--- src/sv/line_rasterizer_assert.svh ---
// ---------------------------------------------------------------------------
// line_rasterizer assertion macros
// shared concurrent assertion forms, clocked on clock, reset by reset
// ---------------------------------------------------------------------------
`ifndef LINE_RASTERIZER_ASSERT_SVH
`define LINE_RASTERIZER_ASSERT_SVH

// implication in the same cycle
`define LR_ASSERT_SAME(lbl, pre, post, msg) \
   lbl: assert property (@(posedge clock) disable iff (reset) (pre) |-> (post)) \
      else $error(msg);

// implication in the next cycle
`define LR_ASSERT_NEXT(lbl, pre, post, msg) \
   lbl: assert property (@(posedge clock) disable iff (reset) (pre) |=> (post)) \
      else $error(msg);

`endif

--- src/sv/lr_pkg.sv ---
// ---------------------------------------------------------------------------
// lr_pkg
// shared constants, types and helpers of the line rasterizer
// ---------------------------------------------------------------------------
`default_nettype none

package lr_pkg;

   // default coordinate width
   localparam int COORD_BITS_DEFAULT = 6;

   // command queue between front and back
   localparam int QUEUE_DEPTH    = 2;
   localparam int QUEUE_PTR_BITS = $clog2(QUEUE_DEPTH);
   localparam int QUEUE_CNT_BITS = $clog2(QUEUE_DEPTH + 1);

   typedef struct packed {
      logic                      full;
      logic                      empty;
      logic [QUEUE_CNT_BITS-1:0] count;
   } lr_queue_status_type;

   typedef enum logic {
      BACK_IDLE,
      BACK_DRAW
   } lr_back_state_type;

   // packed command width: start point, four flags, two doubled deltas, major delta
   function automatic int lr_cmd_bits(input int coord_bits);
      return 5 * coord_bits + 6;
   endfunction

endpackage

`default_nettype wire

--- src/sv/lr_req_if.sv ---
// ---------------------------------------------------------------------------
// lr_req_if
// line segment channel: one beat carries a start point and an end point
// ---------------------------------------------------------------------------
`default_nettype none

interface lr_req_if #(
   parameter int COORD_BITS = lr_pkg::COORD_BITS_DEFAULT
);
   logic                  valid;
   logic                  ready;
   logic [COORD_BITS-1:0] start_x;
   logic [COORD_BITS-1:0] start_y;
   logic [COORD_BITS-1:0] end_x;
   logic [COORD_BITS-1:0] end_y;

   modport source (output valid, output start_x, output start_y,
                   output end_x, output end_y, input ready);
   modport sink   (input valid, input start_x, input start_y,
                   input end_x, input end_y, output ready);
endinterface

`default_nettype wire

--- src/sv/lr_rsp_if.sv ---
// ---------------------------------------------------------------------------
// lr_rsp_if
// pixel channel: one beat carries one pixel and its end-of-line mark
// ---------------------------------------------------------------------------
`default_nettype none

interface lr_rsp_if #(
   parameter int COORD_BITS = lr_pkg::COORD_BITS_DEFAULT
);
   logic                  valid;
   logic                  ready;
   logic [COORD_BITS-1:0] pixel_x;
   logic [COORD_BITS-1:0] pixel_y;
   logic                  last_pixel;

   modport source (output valid, output pixel_x, output pixel_y,
                   output last_pixel, input ready);
   modport sink   (input valid, input pixel_x, input pixel_y,
                   input last_pixel, output ready);
endinterface

`default_nettype wire

--- src/sv/lr_queue.sv ---
// ---------------------------------------------------------------------------
// lr_queue
// small register fifo that carries setup commands from front to back
// ---------------------------------------------------------------------------
`default_nettype none

module lr_queue #(
   parameter int WIDTH = 36
) (
   input  wire logic                        clock,
   input  wire logic                        reset,
   input  wire logic                        push,
   input  wire logic [WIDTH-1:0]            push_data,
   input  wire logic                        pop,
   output      logic [WIDTH-1:0]            pop_data,
   output      lr_pkg::lr_queue_status_type status
);
   import lr_pkg::*;

   localparam logic [QUEUE_PTR_BITS-1:0] PTR_LAST = QUEUE_PTR_BITS'(QUEUE_DEPTH - 1);
   localparam logic [QUEUE_CNT_BITS-1:0] CNT_FULL = QUEUE_CNT_BITS'(QUEUE_DEPTH);

   logic [WIDTH-1:0]          entry_ff [QUEUE_DEPTH];
   logic [QUEUE_PTR_BITS-1:0] wr_ptr_ff, wr_ptr_in;
   logic [QUEUE_PTR_BITS-1:0] rd_ptr_ff, rd_ptr_in;
   logic [QUEUE_CNT_BITS-1:0] count_ff, count_in;

   // pointer and fill count update
   always_comb begin
      wr_ptr_in = wr_ptr_ff;
      rd_ptr_in = rd_ptr_ff;
      count_in  = count_ff;
      if (push) begin
         wr_ptr_in = (wr_ptr_ff == PTR_LAST) ? '0 : wr_ptr_ff + 1'b1;
      end
      if (pop) begin
         rd_ptr_in = (rd_ptr_ff == PTR_LAST) ? '0 : rd_ptr_ff + 1'b1;
      end
      if (push && !pop) begin
         count_in = count_ff + 1'b1;
      end else if (pop && !push) begin
         count_in = count_ff - 1'b1;
      end
   end

   always_ff @(posedge clock) begin
      if (reset) begin
         wr_ptr_ff <= '0;
         rd_ptr_ff <= '0;
         count_ff  <= '0;
      end else begin
         wr_ptr_ff <= wr_ptr_in;
         rd_ptr_ff <= rd_ptr_in;
         count_ff  <= count_in;
      end
   end

   // entry storage
   always_ff @(posedge clock) begin
      if (push) begin
         entry_ff[wr_ptr_ff] <= push_data;
      end
   end

   assign pop_data     = entry_ff[rd_ptr_ff];
   assign status.full  = (count_ff == CNT_FULL);
   assign status.empty = (count_ff == '0);
   assign status.count = count_ff;

endmodule

`default_nettype wire

--- src/sv/lr_front.sv ---
// ---------------------------------------------------------------------------
// lr_front
// accepts line segments, works out deltas, directions and major axis
// ---------------------------------------------------------------------------
`default_nettype none

module lr_front #(
   parameter int COORD_BITS = lr_pkg::COORD_BITS_DEFAULT
) (
   lr_req_if.sink                                           req_chan,
   input  lr_pkg::lr_queue_status_type                      q_status,
   output logic                                             q_push,
   output logic [lr_pkg::lr_cmd_bits(COORD_BITS)-1:0]       q_push_data
);
   import lr_pkg::*;

   typedef struct packed {
      logic [COORD_BITS-1:0] start_x;
      logic [COORD_BITS-1:0] start_y;
      logic                  x_neg;
      logic                  y_neg;
      logic                  x_major;
      logic                  diag;
      logic [COORD_BITS:0]   twice_dx;
      logic [COORD_BITS:0]   twice_dy;
      logic [COORD_BITS-1:0] major;
   } cmd_type;

   cmd_type               cmd;
   logic [COORD_BITS-1:0] adx;
   logic [COORD_BITS-1:0] ady;

   // segment classification
   always_comb begin
      cmd.start_x  = req_chan.start_x;
      cmd.start_y  = req_chan.start_y;
      cmd.x_neg    = req_chan.start_x > req_chan.end_x;
      cmd.y_neg    = req_chan.start_y > req_chan.end_y;
      adx          = cmd.x_neg ? req_chan.start_x - req_chan.end_x
                               : req_chan.end_x - req_chan.start_x;
      ady          = cmd.y_neg ? req_chan.start_y - req_chan.end_y
                               : req_chan.end_y - req_chan.start_y;
      cmd.x_major  = adx >= ady;
      cmd.diag     = adx == ady;
      cmd.twice_dx = {adx, 1'b0};
      cmd.twice_dy = {ady, 1'b0};
      cmd.major    = cmd.x_major ? adx : ady;
   end

   // accept a beat whenever the queue has room
   assign req_chan.ready = !q_status.full;
   assign q_push         = req_chan.valid && !q_status.full;
   assign q_push_data    = cmd;

endmodule

`default_nettype wire

--- src/sv/lr_back.sv ---
// ---------------------------------------------------------------------------
// lr_back
// bresenham stepper: pops one command and, while the output register is free, emits one pixel per cycle
// ---------------------------------------------------------------------------
`default_nettype none

module lr_back #(
   parameter int COORD_BITS = lr_pkg::COORD_BITS_DEFAULT
) (
   input  wire logic                                        clock,
   input  wire logic                                        reset,
   input  lr_pkg::lr_queue_status_type                      q_status,
   output logic                                             q_pop,
   input  wire logic [lr_pkg::lr_cmd_bits(COORD_BITS)-1:0]  q_pop_data,
   lr_rsp_if.source                                         rsp_chan
);
   import lr_pkg::*;

   localparam int ERR_BITS = COORD_BITS + 2;

   typedef struct packed {
      logic [COORD_BITS-1:0] start_x;
      logic [COORD_BITS-1:0] start_y;
      logic                  x_neg;
      logic                  y_neg;
      logic                  x_major;
      logic                  diag;
      logic [COORD_BITS:0]   twice_dx;
      logic [COORD_BITS:0]   twice_dy;
      logic [COORD_BITS-1:0] major;
   } cmd_type;

   function automatic logic [COORD_BITS-1:0] stepped(input logic [COORD_BITS-1:0] v,
                                                     input logic neg);
      return neg ? v - 1'b1 : v + 1'b1;
   endfunction

   cmd_type                     cmd;
   lr_back_state_type           state_ff, state_in;
   logic [COORD_BITS-1:0]       cur_x_ff, cur_x_in;
   logic [COORD_BITS-1:0]       cur_y_ff, cur_y_in;
   logic signed [ERR_BITS-1:0]  err_ff, err_in;
   logic signed [ERR_BITS-1:0]  err_sub;
   logic [COORD_BITS:0]         steps_ff, steps_in;
   logic                        x_neg_ff, x_neg_in;
   logic                        y_neg_ff, y_neg_in;
   logic                        x_major_ff, x_major_in;
   logic                        diag_ff, diag_in;
   logic [COORD_BITS:0]         twice_dx_ff, twice_dx_in;
   logic [COORD_BITS:0]         twice_dy_ff, twice_dy_in;
   logic                        out_valid_ff, out_valid_in;
   logic [COORD_BITS-1:0]       out_x_ff, out_x_in;
   logic [COORD_BITS-1:0]       out_y_ff, out_y_in;
   logic                        out_last_ff, out_last_in;
   logic                        out_free;
   logic                        is_last;

   assign cmd      = q_pop_data;
   assign out_free = !out_valid_ff || rsp_chan.ready;
   assign is_last  = (steps_ff == (COORD_BITS + 1)'(1));

   // next state, stepping and output register load
   always_comb begin
      state_in     = state_ff;
      cur_x_in     = cur_x_ff;
      cur_y_in     = cur_y_ff;
      err_in       = err_ff;
      err_sub      = '0;
      steps_in     = steps_ff;
      x_neg_in     = x_neg_ff;
      y_neg_in     = y_neg_ff;
      x_major_in   = x_major_ff;
      diag_in      = diag_ff;
      twice_dx_in  = twice_dx_ff;
      twice_dy_in  = twice_dy_ff;
      out_valid_in = out_valid_ff && !rsp_chan.ready;
      out_x_in     = out_x_ff;
      out_y_in     = out_y_ff;
      out_last_in  = out_last_ff;
      q_pop        = 1'b0;
      unique case (state_ff)
         BACK_IDLE: begin
            // setup cycle: load the next command
            if (!q_status.empty) begin
               q_pop       = 1'b1;
               cur_x_in    = cmd.start_x;
               cur_y_in    = cmd.start_y;
               x_neg_in    = cmd.x_neg;
               y_neg_in    = cmd.y_neg;
               x_major_in  = cmd.x_major;
               diag_in     = cmd.diag;
               twice_dx_in = cmd.twice_dx;
               twice_dy_in = cmd.twice_dy;
               err_in      = $signed({2'b00, cmd.major});
               steps_in    = {1'b0, cmd.major} + (COORD_BITS + 1)'(1);
               state_in    = BACK_DRAW;
            end
         end
         BACK_DRAW: begin
            // emit the current pixel, then advance
            if (out_free) begin
               out_valid_in = 1'b1;
               out_x_in     = cur_x_ff;
               out_y_in     = cur_y_ff;
               out_last_in  = is_last;
               steps_in     = steps_ff - 1'b1;
               if (is_last) begin
                  state_in = BACK_IDLE;
               end else if (diag_ff) begin
                  cur_x_in = stepped(cur_x_ff, x_neg_ff);
                  cur_y_in = stepped(cur_y_ff, y_neg_ff);
               end else if (x_major_ff) begin
                  cur_x_in = stepped(cur_x_ff, x_neg_ff);
                  err_sub  = err_ff - $signed({1'b0, twice_dy_ff});
                  err_in   = err_sub;
                  if (err_sub < 0) begin
                     cur_y_in = stepped(cur_y_ff, y_neg_ff);
                     err_in   = err_sub + $signed({1'b0, twice_dx_ff});
                  end
               end else begin
                  cur_y_in = stepped(cur_y_ff, y_neg_ff);
                  err_sub  = err_ff - $signed({1'b0, twice_dx_ff});
                  err_in   = err_sub;
                  if (err_sub < 0) begin
                     cur_x_in = stepped(cur_x_ff, x_neg_ff);
                     err_in   = err_sub + $signed({1'b0, twice_dy_ff});
                  end
               end
            end
         end
         default: begin
            state_in = BACK_IDLE;
         end
      endcase
   end

   // control registers
   always_ff @(posedge clock) begin
      if (reset) begin
         state_ff     <= BACK_IDLE;
         out_valid_ff <= 1'b0;
      end else begin
         state_ff     <= state_in;
         out_valid_ff <= out_valid_in;
      end
   end

   // datapath registers
   always_ff @(posedge clock) begin
      cur_x_ff    <= cur_x_in;
      cur_y_ff    <= cur_y_in;
      err_ff      <= err_in;
      steps_ff    <= steps_in;
      x_neg_ff    <= x_neg_in;
      y_neg_ff    <= y_neg_in;
      x_major_ff  <= x_major_in;
      diag_ff     <= diag_in;
      twice_dx_ff <= twice_dx_in;
      twice_dy_ff <= twice_dy_in;
      out_x_ff    <= out_x_in;
      out_y_ff    <= out_y_in;
      out_last_ff <= out_last_in;
   end

   assign rsp_chan.valid      = out_valid_ff;
   assign rsp_chan.pixel_x    = out_x_ff;
   assign rsp_chan.pixel_y    = out_y_ff;
   assign rsp_chan.last_pixel = out_last_ff;

endmodule

`default_nettype wire

--- src/sv/line_rasterizer.sv ---
// ---------------------------------------------------------------------------
// line_rasterizer
// bresenham line drawing: one segment in, one pixel beat per drawn pixel out
// ---------------------------------------------------------------------------
// req_chan takes one segment (start and end point) per beat; rsp_chan gives
// every pixel from start to end inclusive, last_pixel set on the end point.
// A segment yields max(|dx|,|dy|)+1 pixel beats.
// The front classifies a segment in the cycle it is accepted and puts the
// setup into a two-entry command queue; req_chan.ready is low only while
// that queue is full.
// The back stepper loads a command in its setup state, then emits one pixel
// per cycle while the output register is free, and takes no new command
// before the last pixel of the current one. A first pixel passes through the
// queue entry, the stepper position registers and the output register.
// When rsp_chan.ready is low the output register holds its pixel and the
// stepper waits; the front keeps accepting until the queue fills.
// Reset (synchronous, active high) empties the queue, returns the stepper to
// idle and drops rsp_chan.valid.
// ---------------------------------------------------------------------------
`default_nettype none
`include "line_rasterizer_assert.svh"

module line_rasterizer #(
   parameter int COORD_BITS = lr_pkg::COORD_BITS_DEFAULT
) (
   input  wire logic  clock,
   input  wire logic  reset,
   lr_req_if.sink     req_chan,
   lr_rsp_if.source   rsp_chan
);
   import lr_pkg::*;

   localparam int CMD_BITS = lr_cmd_bits(COORD_BITS);
   localparam logic [QUEUE_CNT_BITS-1:0] CNT_MAX = QUEUE_CNT_BITS'(QUEUE_DEPTH);

   lr_queue_status_type  q_status;
   logic                 q_push;
   logic                 q_pop;
   logic [CMD_BITS-1:0]  q_push_data;
   logic [CMD_BITS-1:0]  q_pop_data;

   // segment setup
   lr_front #(
      .COORD_BITS (COORD_BITS)
   ) u_front (
      .req_chan    (req_chan),
      .q_status    (q_status),
      .q_push      (q_push),
      .q_push_data (q_push_data)
   );

   // command queue
   lr_queue #(
      .WIDTH (CMD_BITS)
   ) u_queue (
      .clock     (clock),
      .reset     (reset),
      .push      (q_push),
      .push_data (q_push_data),
      .pop       (q_pop),
      .pop_data  (q_pop_data),
      .status    (q_status)
   );

   // pixel stepper
   lr_back #(
      .COORD_BITS (COORD_BITS)
   ) u_back (
      .clock      (clock),
      .reset      (reset),
      .q_status   (q_status),
      .q_pop      (q_pop),
      .q_pop_data (q_pop_data),
      .rsp_chan   (rsp_chan)
   );

   // queue and stepper consistency
   `LR_ASSERT_SAME(a_no_push_full, q_push, !q_status.full, "push into full queue")
   `LR_ASSERT_SAME(a_no_pop_empty, q_pop, !q_status.empty, "pop from empty queue")
   `LR_ASSERT_SAME(a_count_bound, 1'b1, q_status.count <= CNT_MAX, "queue overfilled")
   `LR_ASSERT_NEXT(a_rsp_hold, rsp_chan.valid && !rsp_chan.ready, rsp_chan.valid, "beat dropped")

endmodule

`default_nettype wire

--- src/flat_wrapper.sv ---
// flat-port wrapper written by rule: the top's interface ports become plain ports
module line_rasterizer_flat import lr_pkg::*;
#(
   parameter int COORD_BITS = lr_pkg::COORD_BITS_DEFAULT
)
  (clock, reset, req_chan_valid, req_chan_start_x, req_chan_start_y, req_chan_end_x, req_chan_end_y, req_chan_ready, rsp_chan_valid, rsp_chan_pixel_x, rsp_chan_pixel_y, rsp_chan_last_pixel, rsp_chan_ready);
  lr_req_if #(.COORD_BITS(COORD_BITS)) req_chan_i ();
  lr_rsp_if #(.COORD_BITS(COORD_BITS)) rsp_chan_i ();
  input  wire logic clock;
  input  wire logic reset;
  input wire logic [$bits(req_chan_i.valid)-1:0] req_chan_valid;
  input wire logic [$bits(req_chan_i.start_x)-1:0] req_chan_start_x;
  input wire logic [$bits(req_chan_i.start_y)-1:0] req_chan_start_y;
  input wire logic [$bits(req_chan_i.end_x)-1:0] req_chan_end_x;
  input wire logic [$bits(req_chan_i.end_y)-1:0] req_chan_end_y;
  output wire logic [$bits(req_chan_i.ready)-1:0] req_chan_ready;
  output wire logic [$bits(rsp_chan_i.valid)-1:0] rsp_chan_valid;
  output wire logic [$bits(rsp_chan_i.pixel_x)-1:0] rsp_chan_pixel_x;
  output wire logic [$bits(rsp_chan_i.pixel_y)-1:0] rsp_chan_pixel_y;
  output wire logic [$bits(rsp_chan_i.last_pixel)-1:0] rsp_chan_last_pixel;
  input wire logic [$bits(rsp_chan_i.ready)-1:0] rsp_chan_ready;
  assign req_chan_i.valid = req_chan_valid;
  assign req_chan_i.start_x = req_chan_start_x;
  assign req_chan_i.start_y = req_chan_start_y;
  assign req_chan_i.end_x = req_chan_end_x;
  assign req_chan_i.end_y = req_chan_end_y;
  assign req_chan_ready = req_chan_i.ready;
  assign rsp_chan_valid = rsp_chan_i.valid;
  assign rsp_chan_pixel_x = rsp_chan_i.pixel_x;
  assign rsp_chan_pixel_y = rsp_chan_i.pixel_y;
  assign rsp_chan_last_pixel = rsp_chan_i.last_pixel;
  assign rsp_chan_i.ready = rsp_chan_ready;
  line_rasterizer #(.COORD_BITS(COORD_BITS)) u_core (.clock(clock), .reset(reset), .req_chan(req_chan_i), .rsp_chan(rsp_chan_i));
endmodule
--- config.mk ---
export PLATFORM = sky130hd
export DESIGN_NAME = line_rasterizer_flat
export DESIGN_NICKNAME = d
export VERILOG_FILES = /design/src/sv/lr_pkg.sv /design/src/sv/lr_req_if.sv /design/src/sv/lr_rsp_if.sv /design/src/sv/lr_queue.sv /design/src/sv/lr_front.sv /design/src/sv/lr_back.sv /design/src/sv/line_rasterizer.sv /design/src/flat_wrapper.sv
export VERILOG_INCLUDE_DIRS = /design/src /design/src/sv
export SDC_FILE = /design/constraint.sdc
export NUM_CORES = 1
export LEC_CHECK = 0
export ABC_AREA = 1
export BUFFER_PORTS_ARGS = -buffer_cell sky130_fd_sc_hd__buf_2
export CORE_UTILIZATION = 45
export CTS_BUF_LIST = sky130_fd_sc_hd__clkbuf_4 sky130_fd_sc_hd__clkbuf_8
export DETAILED_ROUTE_END_ITERATION = 8
export PLACE_DENSITY = 0.69
export SYNTH_ARGS = -nofsm -noshare
export SYNTH_HDL_FRONTEND = slang
export SYNTH_SLANG_ARGS = --single-unit
--- constraint.sdc ---
create_clock -name clock -period 4.7 [get_ports clock]
set_clock_uncertainty 0.1 [all_clocks]
set_input_delay 0.94 -clock clock [delete_from_list [all_inputs] [get_ports clock]]
set_output_delay 0.94 -clock clock [all_outputs]
set_load 0.05 [all_outputs]
==> impl_metrics.csv, run 1 <==
group,metric,value,unit
critical_path,worstPathCellList,"buf_2 -> inv_1 -> ha_1 -> inv_1 -> fa_1 -> inv_1 -> nor3_4 -> o21bai_2 -> nand2_1 -> nand2_2 -> inv_1 -> ha_1 -> nand2_1 -> nor2_1 -> nand3_1 -> nand3_2 -> inv_1 -> nand2_1 -> nand2_1",
floorplanning,io_pins,43,
yosys,synth-edff-count,123,
yosys,ys_dominant_reg_cell,"edfxtp_1",
timing,period_minus_slack,3.47,ns
critical_path,critPathMaxStageDelay,0.39,ns
finish,finalInstanceArea,8890,um2
timing,tightestPinTransition,1.07,ns
critical_path,worst_setup_path_start_kind,"input port",
critical_path,arrival,3.54,ns
critical_path,critPathBufInv,6,
flow_run,drv_cap,0,
critical_path,cp_top_family,"simple AND/OR/NAND/NOR gates",
route,dr.pass1.iters,5,
route,vias_per_cell,4.97,
timing,slew_viol_final,0,
finish,insertedDiodeCount,0,
clock_network,cts_max_path_buffers,2,
global_routing,grt_pass1_wl,27.2,mm
yosys,netlist_area,8030,um2
floorplanning,rows,48,
yosys,ys_warn_count,0,
clock_network,clk_pin_slew,0.07,ns
yosys,yosys-top-cells-area,"edfxtp_1 (46%), nand2_1 (13%), ha_1 (10%)",
route,ant_nets,0,
critical_path,crit_path_end_kind,"flop",
placed_design,placed_area,8480,um2
finish,fillers,1581,
clock_network,ctsHoldBuffers,0,
route,wl,16.6,mm
global_routing,antenna_found_initial,0,
placed_design,globalplace.congestion,0.890,
timing,relSlewSlack,0.283,
placed_design,hpwl,12.6,mm
yosys,seq_area_frac_synth,0.477,
global_routing,grt_usage,0.193,
yosys,syn_inst,901,
floorplanning,initial_utilization,0.463,
floorplanning,design.core.area,17400,um2
worst_hold_path,hold_class,"reg -> reg",
yosys,synthDistinctLibCells,44,
global_routing,overflow,0,
route,drt_iter0_drc,484,
yosys,ys_ff_latch,130,
critical_path,path_common_cell,"inv_1",
finish,final_nets,1051,
clock_network,numCtsBuffers,17,
clock_network,clock-sinks,130,
critical_path,worst_path_max_delay_cell,"fa_1",
clock_network,post_cts_buffers,0,
route,vias,5895,
clock_network,cts_resized,0,
yosys,syn_avg_cell_area,8.92,um2
finish,final_core_utilization,0.512,
floorplanning,die_w,136,um
placed_design,portBuffers,42,
global_routing,grt_pass1_vias,5585,
timing,fmax,288,MHz
global_routing,grt_max_degree,36,
floorplanning,die_area,18400,um2
timing,fin_crit_sh,0.739,
timing,hold_viol,0,
yosys,synth_top_area_cell,"edfxtp_1",
route,drcViolationCount,0,
yosys,syn-num-nets,1003,
yosys,async_flop_share,0,
timing,setup_tns,0,ns
clock_network,worst_skew_pair.late_latency,0.44,ns
clock_network,cts_tree,"done",
clock_network,htreeDepth,4,
route,detail_route.wl_per_cell,14.0,um
timing,timing.hold.ws,0.365,ns
finish,drive_above_1_share,0.108,
finish,area.growth.synth_to_final,10.7,%
critical_path,crit_fanout,10,
timing,rsz0062_at_grt,"false",
clock_network,cts_root_buffer,"clkbuf_8",
critical_path,cp.required,4.77,ns
timing,setup_viol,0,
outcome,status,"complete, no violations",
critical_path,crit_type,"in -> reg",
floorplanning,die_h,136,um
yosys,synth_top_cell_area_share,0.460,
-- final cells by class --
type	instances	area, um2	area share
clock buffer	25	313	0.0352
clock inverter	7	101	0.0114
inverter	149	559	0.0629
multi-input combinational	605	3560	0.401
sequential	130	3830	0.431
tap	225	282	0.0317
timing repair buffer	46	240	0.0270
-- per-stage QoR --
stage               std cells  setup WS, ns
floorplan                 901          1.33
global placement         1155         0.917
detailed placement       1155         0.829
CTS                      1187          1.28
global route             1187          1.01
finish                   1187          1.23
-- cells in the mapped netlist (3+ instances only) --
cell type  number
xnor2_1        11
clkbuf_1        5
nand2_1       269
fa_1           10
a22oi_1         4
nand2_2         7
inv_1         147
edfxtp_1      123
buf_4           4
xor2_1         16
nor3_1          3
nor2_1         39
nand3b_1        4
a21oi_1        39
dfxtp_1         7
o22ai_1         5
nand3_1        65
ha_1           64
nand4_1        15
buf_2           7
o21ai_0        26
-- worst reg2reg max path, stage by stage, from the launching register on --
cell,delay (ns)
edfxtp_1,0.36
inv_1,0.09
ha_1,0.16
inv_1,0.08
fa_1,0.41
nand2_1,0.08
nand2_1,0.08
nand2_1,0.07
nand2_1,0.05
nand2_1,0.08
inv_1,0.05
ha_1,0.33
a21oi_1,0.22
nand3_1,0.10
nand2_1,0.07
nand2_1,0.04
nand2_1,0.05
nand2_1,0.06
nand2_1,0.07
nand2_1,0.05
-- routing by layer --
metal  vias to the layer above  GRT usage  part of all wire
li1                       3058          -                 -
met1                      2671      0.267              0.49
met2                       145      0.307              0.45
met3                        21     0.0311             0.043
met4                         0     0.0643             0.014
met5                         -          0                 0
-- cell families (layout without fill, tap and decap cells) --
group	after synthesis	in the layout	synth area share
AND/OR/NAND/NOR	415	415	0.223
XOR/XNOR	27	27	0.0294
buffers and inverters	166	227	0.0815
adder cells (fa/ha/maj)	74	74	0.125
flip-flops	130	130	0.477
AO/OA/AOI/OAI	89	89	0.0645
-- worst paths after layout --
path | end | cells past startpoint | slack (ns) | startpoint
max | u_core.u_queue.entry_ff[0][5] | 19 | 1.23 | req_chan_start_y[0]
min | u_core.u_back.rsp_chan.pixel_y[3] | 0 | 0.36 | u_core.u_back.cur_y_ff[3]
max reg2reg | u_core.u_back.err_ff[6] | 19 | 1.86 | u_core.u_back.err_ff[1]
min reg2reg | u_core.u_back.rsp_chan.pixel_y[3] | 0 | 0.36 | u_core.u_back.cur_y_ff[3]
-- state kept, by name, summed over array words and instances (netlist names), 2 cells and up, named ones only --
register and count:
u_core.u_back.cur_x_ff 6, u_core.u_back.twice_dy_ff 6, u_core.u_queue.count_ff 2, u_core.u_back.rsp_chan.pixel_x 6, u_core.u_back.twice_dx_ff 6, u_core.u_back.err_ff 7, u_core.u_queue.entry_ff 68, u_core.u_back.cur_y_ff 6
u_core.u_back.rsp_chan.pixel_y 6, u_core.u_back.steps_ff 7
-- cells in the final DEF (no fill, tap or decap), drive strengths merged, types with 3 or more instances in the layout --
cell type	count
nor3	6
xor2	16
ha	64
nor2	41
dfxtp	7
nand2	277
fa	10
inv	150
o21ai	29
a22oi	4
edfxtp	123
clkbuf	25
nand4	15
nand3b	4
nand3	67
xnor2	11
a31oi	3
buf	46
o22ai	5
a21oi	39
Power of run 1 is left out: the tool's default activity adds up to more than one toggle a clock period on the data nets, which glitch-free logic cannot reach.
==> run 2: changes to the inputs <==
--- a/config.mk
+++ b/config.mk
@@ -11,7 +11,7 @@
 export CORE_UTILIZATION = 45
 export CTS_BUF_LIST = sky130_fd_sc_hd__clkbuf_4 sky130_fd_sc_hd__clkbuf_8
 export DETAILED_ROUTE_END_ITERATION = 8
-export PLACE_DENSITY = 0.69
+export PLACE_DENSITY = 0.71
 export SYNTH_ARGS = -nofsm -noshare
 export SYNTH_HDL_FRONTEND = slang
 export SYNTH_SLANG_ARGS = --single-unit
==> constraint.sdc (replaced) <==
create_clock -name clock -period 2.8 [get_ports clock]
set_clock_uncertainty 0.1 [all_clocks]
set_input_delay 0.56 -clock clock [delete_from_list [all_inputs] [get_ports clock]]
set_output_delay 0.56 -clock clock [all_outputs]
set_load 0.05 [all_outputs]
==> run 2 against run 1 <==
Effect of this change: core utilization increased by 5.6 points; flip-flop and latch count unchanged; first-iteration DRC count decreased by 23%; register-to-register slack worse by 1.7 ns; non-clock buffer count increased by 76; critical path depth fell by 1; worst hold slack worse by 0.055 ns; global-route usage rose by 0.15 points; setup slack got worse by 1.2 ns; design area is 11% higher; critical endpoint is now u_core.u_queue.entry_ff[0][2].
==> impl_metrics.csv, run 2 (synthesis results as in run 1) <==
group,metric,value,unit
finish,area.growth.synth_to_final,22.9,%
floorplanning,initial_utilization,0.463,
finish,reg.largest.list,"u_core.u_queue.entry_ff (68), u_core.u_back.err_ff (7), u_core.u_back.steps_ff (7)",
pwr,p_leak,4.59,nW
timing,rsz0062_at_grt,"true",
finish,final_common_cell,"nand2_1",
clock_network,ctsHoldBuffers,0,
finish,final_cell_mix,"nand2_1 (254), inv_1 (133), edfxtp_1 (123)",
route,wl,17.2,mm
outcome,status,"complete, no violations",
floorplanning,io_pins,43,
placed_design,placed_area,9200,um2
global_routing,overflow,0,
route,vias_per_cell,5.01,
worst_hold_path,min_path_cells,2,
timing,slew_viol_final,0,
placed_design,dp_cells,1224,
global_routing,grt_pass1_wl,27.6,mm
timing,fmax,358,MHz
finish,final_core_utilization,0.569,
timing,setup_tns,0,ns
timing,hold_viol,0,
floorplanning,die_w,136,um
clock_network,cts_root_buffer,"clkbuf_8",
clock_network,htreeDepth,4,
worst_hold_path,hold_class,"in -> reg",
route,drt_iter0_drc,371,
pwr,peakVddDrop,0.842,mV
flow_run,drv_cap,0,
clock_network,clk_pin_slew,0.07,ns
floorplanning,die_area,18400,um2
finish,final_cells,1262,
placed_design,globalplace.congestion,0.936,
global_routing,grt_pass1_vias,5921,
global_routing,grt_max_degree,36,
placed_design,portBuffers,42,
critical_path,r2r_cells,20,
floorplanning,rows,48,
critical_path,crit_path_end_kind,"flop",
timing,fin_crit_sh,0.996,
critical_path,crit_type,"in -> reg",
clock_network,clock-sinks,130,
clock_network,numCtsBuffers,17,
critical_path,arrival,2.87,ns
finish,finalInstanceArea,9870,um2
route,dr.pass1.iters,5,
timing,relSlewSlack,0.507,
global_routing,antenna_found_initial,0,
placed_design,hpwl,13.1,mm
route,vias,6318,
critical_path,worst_setup_path_start_kind,"input port",
pwr,power_density,1300,nW/um2
finish,final_nets,1128,
clock_network,cts_tree,"done",
finish,drive_above_1_share,0.242,
floorplanning,design.core.area,17400,um2
finish,max_flop_register,"u_core.u_queue.entry_ff",
timing,period_minus_slack,2.79,ns
timing,setup_viol,0,
timing,tightestPinTransition,0.739,ns
critical_path,crit_fanout,5,
global_routing,grt_usage,0.194,
clock_network,cts_max_path_buffers,2,
route,drcViolationCount,0,
route,ant_nets,0,
clock_network,worst_skew_pair.late_latency,0.43,ns
route,detail_route.wl_per_cell,13.7,um
critical_path,cp.required,2.88,ns
finish,largest_reg_flops,68,
floorplanning,die_h,136,um
finish,insertedDiodeCount,0,
## run 2: changes by cell type in the layout (fill, tap and decap cells not counted), sizes merged
cell | before | now
clkinvlp | 2 | 3
inv | 150 | 149
clkbuf | 25 | 18
nand3 | 67 | 68
buf | 46 | 122
clkinv | 2 | 7
## run 2: final timing paths
check	slack [ns]	endpoint	start
worst max-delay path	0.01	u_core.u_queue.entry_ff[0][2]	req_chan_end_x[0]
worst max register to register	0.13	u_core.u_back.err_ff[6]	u_core.u_back.err_ff[1]
worst min-delay path	0.31	u_core.u_back.rsp_chan.valid	reset
worst min register to register	0.37	u_core.u_back.rsp_chan.pixel_y[2]	u_core.u_back.cur_y_ff[2]
## run 2: power by group
group | internal [mW] | leakage (nW) | total [mW] | switching (mW)
Combinational | 3.05 | 3.19 | 7.85 | 4.80
Sequential | 3.14 | 1.22 | 3.51 | 0.368
Clock | 0.777 | 0.178 | 1.46 | 0.687
Total | 6.96 | 4.59 | 12.8 | 5.86
## run 2: routing by layer
layer,vias up,track usage,part of all wire
li1,3213,-,-
met1,2933,0.248,0.44
met2,141,0.328,0.49
met3,31,0.0329,0.041
met4,0,0.0762,0.022
met5,-,0,0
## run 2: what timing repair did
action	CTS	global route
resized for setup	3	50
endpoints found under the setup margin	1	18
setup buffers	0	7
cloned	0	1
pin swaps	0	32
## run 2: layout make-up
| cell class | count | area (um2) |
|---|---|---|
| clock buffers | 18 | 241 |
| well taps | 225 | 282 |
| flip-flops and latches | 130 | 3830 |
| inverters | 149 | 584 |
| fillers | 1459 | 7490 |
| multi-input cells | 606 | 4000 |
| repair buffers | 122 | 813 |
| clock inverters | 12 | 119 |
## run 2: worst max-delay path, stage by stage
cell	delay, ns
buf_2	0.12
inv_1	0.06
ha_2	0.18
inv_1	0.06
fa_2	0.38
buf_4	0.15
xnor2_1	0.13
nand2_1	0.10
nand2_1	0.08
inv_1	0.06
ha_1	0.30
nand2_2	0.07
nor2_4	0.15
nand3_4	0.12
nand3_4	0.13
inv_4	0.06
nand2_1	0.07
nand2_1	0.07
## run 2: stage by stage
step	hold WS (ns)	worst slack (ns)	total power, mW
floorplan	0.333	-0.104	8.92
global placement	0.348	-0.389	10.5
detailed placement	0.346	-0.444	10.7
CTS	0.274	0.0116	12.3
global route	0.294	-0.0700	14.0
finish	0.310	0.0101	12.8
No activity file was read; power rests on OpenSTA's default activity.
==> run 3: changes to the inputs <==
--- a/config.mk
+++ b/config.mk
@@ -12,6 +12,7 @@
 export CTS_BUF_LIST = sky130_fd_sc_hd__clkbuf_4 sky130_fd_sc_hd__clkbuf_8
 export DETAILED_ROUTE_END_ITERATION = 8
 export PLACE_DENSITY = 0.71
+export SKIP_LAST_GASP = 1
 export SYNTH_ARGS = -nofsm -noshare
 export SYNTH_HDL_FRONTEND = slang
 export SYNTH_SLANG_ARGS = --single-unit
==> constraint.sdc (replaced) <==
create_clock -name clock -period 2.8 [get_ports clock]
set_clock_uncertainty 0.1 [all_clocks]
set_input_delay 0.56 -clock clock [delete_from_list [all_inputs] [get_ports clock]]
set_output_delay 0.56 -clock clock [all_outputs]
set_load 0.1 [all_outputs]
==> run 3 against run 2 <==
Effect of this change: core utilization is 0.22 points higher; setup slack better by 0.069 ns; sequential share of layout area is 0.15 points lower; design area is 0.38% higher; critical path depth is 1 lower; register-to-register slack hardly changed; maximum frequency is 2.6% higher; first-iteration DRC count is 18% higher; worst hold slack worse by 0.0072 ns; flip-flop and latch count stayed put; die area stayed put; non-clock buffer count is 5 lower; highest routed layer unchanged.
==> impl_metrics.csv, run 3 (synthesis results as in run 1) <==
group,metric,value,unit
outcome,status,"complete, no violations",
finish,max_flop_register,"u_core.u_queue.entry_ff",
timing,hold_viol,0,
floorplanning,die_h,136,um
finish,reg.largest.list,"u_core.u_queue.entry_ff (68), u_core.u_back.err_ff (7), u_core.u_back.steps_ff (7)",
timing,tightestPinTransition,0.745,ns
floorplanning,die_w,136,um
global_routing,grt_max_degree,36,
finish,insertedDiodeCount,0,
critical_path,crit_path_end_kind,"flop",
finish,area.growth.synth_to_final,23.3,%
placed_design,dp_cells,1224,
placed_design,portBuffers,42,
clock_network,numCtsBuffers,17,
clock_network,ctsHoldBuffers,0,
clock_network,clk_pin_slew,0.08,ns
critical_path,path_common_cell,"nand3_4",
floorplanning,io_pins,43,
clock_network,cts_tree,"done",
floorplanning,rows,48,
clock_network,worst_skew_pair.late_latency,0.43,ns
floorplanning,design.core.area,17400,um2
worst_hold_path,min_path_cells,2,
critical_path,worstPathCellList,"buf_2 -> inv_4 -> ha_4 -> inv_2 -> fa_2 -> nand3_4 -> nand3_4 -> o31ai_4 -> nand2_2 -> and2_4 -> ha_4 -> inv_1 -> nor2_1 -> o21ai_2 -> nand3_4 -> nand3_2 -> nand2_1",
critical_path,worst_path_max_delay_cell,"fa_2",
timing,relSlewSlack,0.503,
route,ant_nets,0,
flow_run,drv_cap,0,
clock_network,htreeDepth,4,
critical_path,reg2reg_setup_slack,0.13,ns
clock_network,cts_max_path_buffers,2,
worst_hold_path,min_to,"u_core.u_back.state_ff",
finish,final_cell_mix,"nand2_1 (254), inv_1 (132), edfxtp_1 (123)",
finish,fillers,1478,
timing,slew_viol_final,0,
timing,fin_crit_sh,0.972,
route,vias_per_cell,5.03,
placed_design,hpwl,12.9,mm
route,dr.pass1.iters,6,
critical_path,worstReg2RegEnd,"u_core.u_back.err_ff[6]",
critical_path,crit_type,"in -> reg",
critical_path,worst_setup_path_start_kind,"input port",
route,wl,17.4,mm
route,drcViolationCount,0,
route,vias,6333,
floorplanning,initial_utilization,0.463,
critical_path,critPathMaxStageDelay,0.38,ns
timing,period_minus_slack,2.72,ns
global_routing,antenna_found_initial,0,
timing,fmax,368,MHz
global_routing,overflow,0,
critical_path,arrival,2.79,ns
finish,final_nets,1123,
worst_hold_path,hp-start,"reset",
global_routing,grt_usage,0.196,
floorplanning,die_area,18400,um2
clock_network,clock-sinks,130,
route,detail_route.wl_per_cell,13.8,um
route,drt_iter0_drc,438,
worst_hold_path,hold_class,"in -> reg",
placed_design,globalplace.congestion,0.937,
finish,final_cells,1259,
critical_path,crit_fanout,5,
critical_path,r2r_cells,17,
finish,drive_above_1_share,0.240,
clock_network,cts_root_buffer,"clkbuf_8",
timing,setup_viol,0,
critical_path,cp.required,2.87,ns
global_routing,grt_pass1_wl,28.0,mm
finish,final_common_cell,"nand2_1",
critical_path,rr_startpoint,"u_core.u_back.err_ff[1]",
finish,largest_reg_flops,68,
global_routing,grt_pass1_vias,6001,
## run 3: cell types whose count changed in the layout (fill, tap and decap cells not counted), sizes merged
cell / before / now
buf: 122 / 117
bufinv: 2 / 4
clkinvlp: 3 / 2
inv: 149 / 150
## run 3: worst max-delay path: cells and delay by family
| family | cells | cell delay (ns) |
|---|---|---|
| compound gates | 2 | 0.36 |
| fa+ha+maj | 3 | 0.75 |
| buf+inv | 4 | 0.27 |
| simple gates | 8 | 0.84 |
## run 3: layout make-up
cell class                 count  area (um2)  area share
timing repair buffer         117         779      0.0787
clock inverter                14         188      0.0189
clock buffer                  18         241      0.0244
multi-input combinational    606        4000       0.404
inverter                     149         584      0.0590
tap                          225         282      0.0284
sequential                   130        3830       0.387
## run 3: metal layers
layer | part of all wire | track usage
met2 | 0.49 | 0.334
met1 | 0.44 | 0.255
met5 | 0 | 0
met4 | 0.012 | 0.0537
met3 | 0.050 | 0.0352
## run 3: worst max path at each step
stage	startpoint	end	cells past startpoint
2_1_floorplan	u_core.u_queue.count_ff[0]	u_core.u_queue.entry_ff[1][0]	4
6_report	req_chan_start_x[0]	u_core.u_queue.entry_ff[0][4]	17
4_1_cts	u_core.u_back.err_ff[1]	u_core.u_back.err_ff[6]	19
3_5_place_dp	req_chan_start_y[0]	u_core.u_queue.entry_ff[0][1]	20
3_3_place_gp	req_chan_start_y[0]	u_core.u_queue.entry_ff[0][5]	20
5_1_grt	u_core.u_back.err_ff[3]	u_core.u_back.err_ff[7]	14
## run 3: stage by stage
step,TNS (ns),cell area [um2],utilization,hold slack [ns],worst slack (ns)
floorplan,-33.90,8250,-,0.333,-0.492
global placement,-5.61,9200,0.530,0.355,-0.389
detailed placement,-6.70,9200,0.530,0.354,-0.469
CTS,0,9650,0.556,0.287,0.0116
global route,-0.229,9910,0.571,0.287,-0.0914
finish,0,9910,0.571,0.303,0.0795
## run 3: timing repair
action                                  CTS  global route
endpoints found under the setup margin   11            20
resized for setup                         1            52
setup buffers                             1             1
pin swaps                                 4            26
gates cloned                              1             0
Power of run 3 is left out for the same reason.
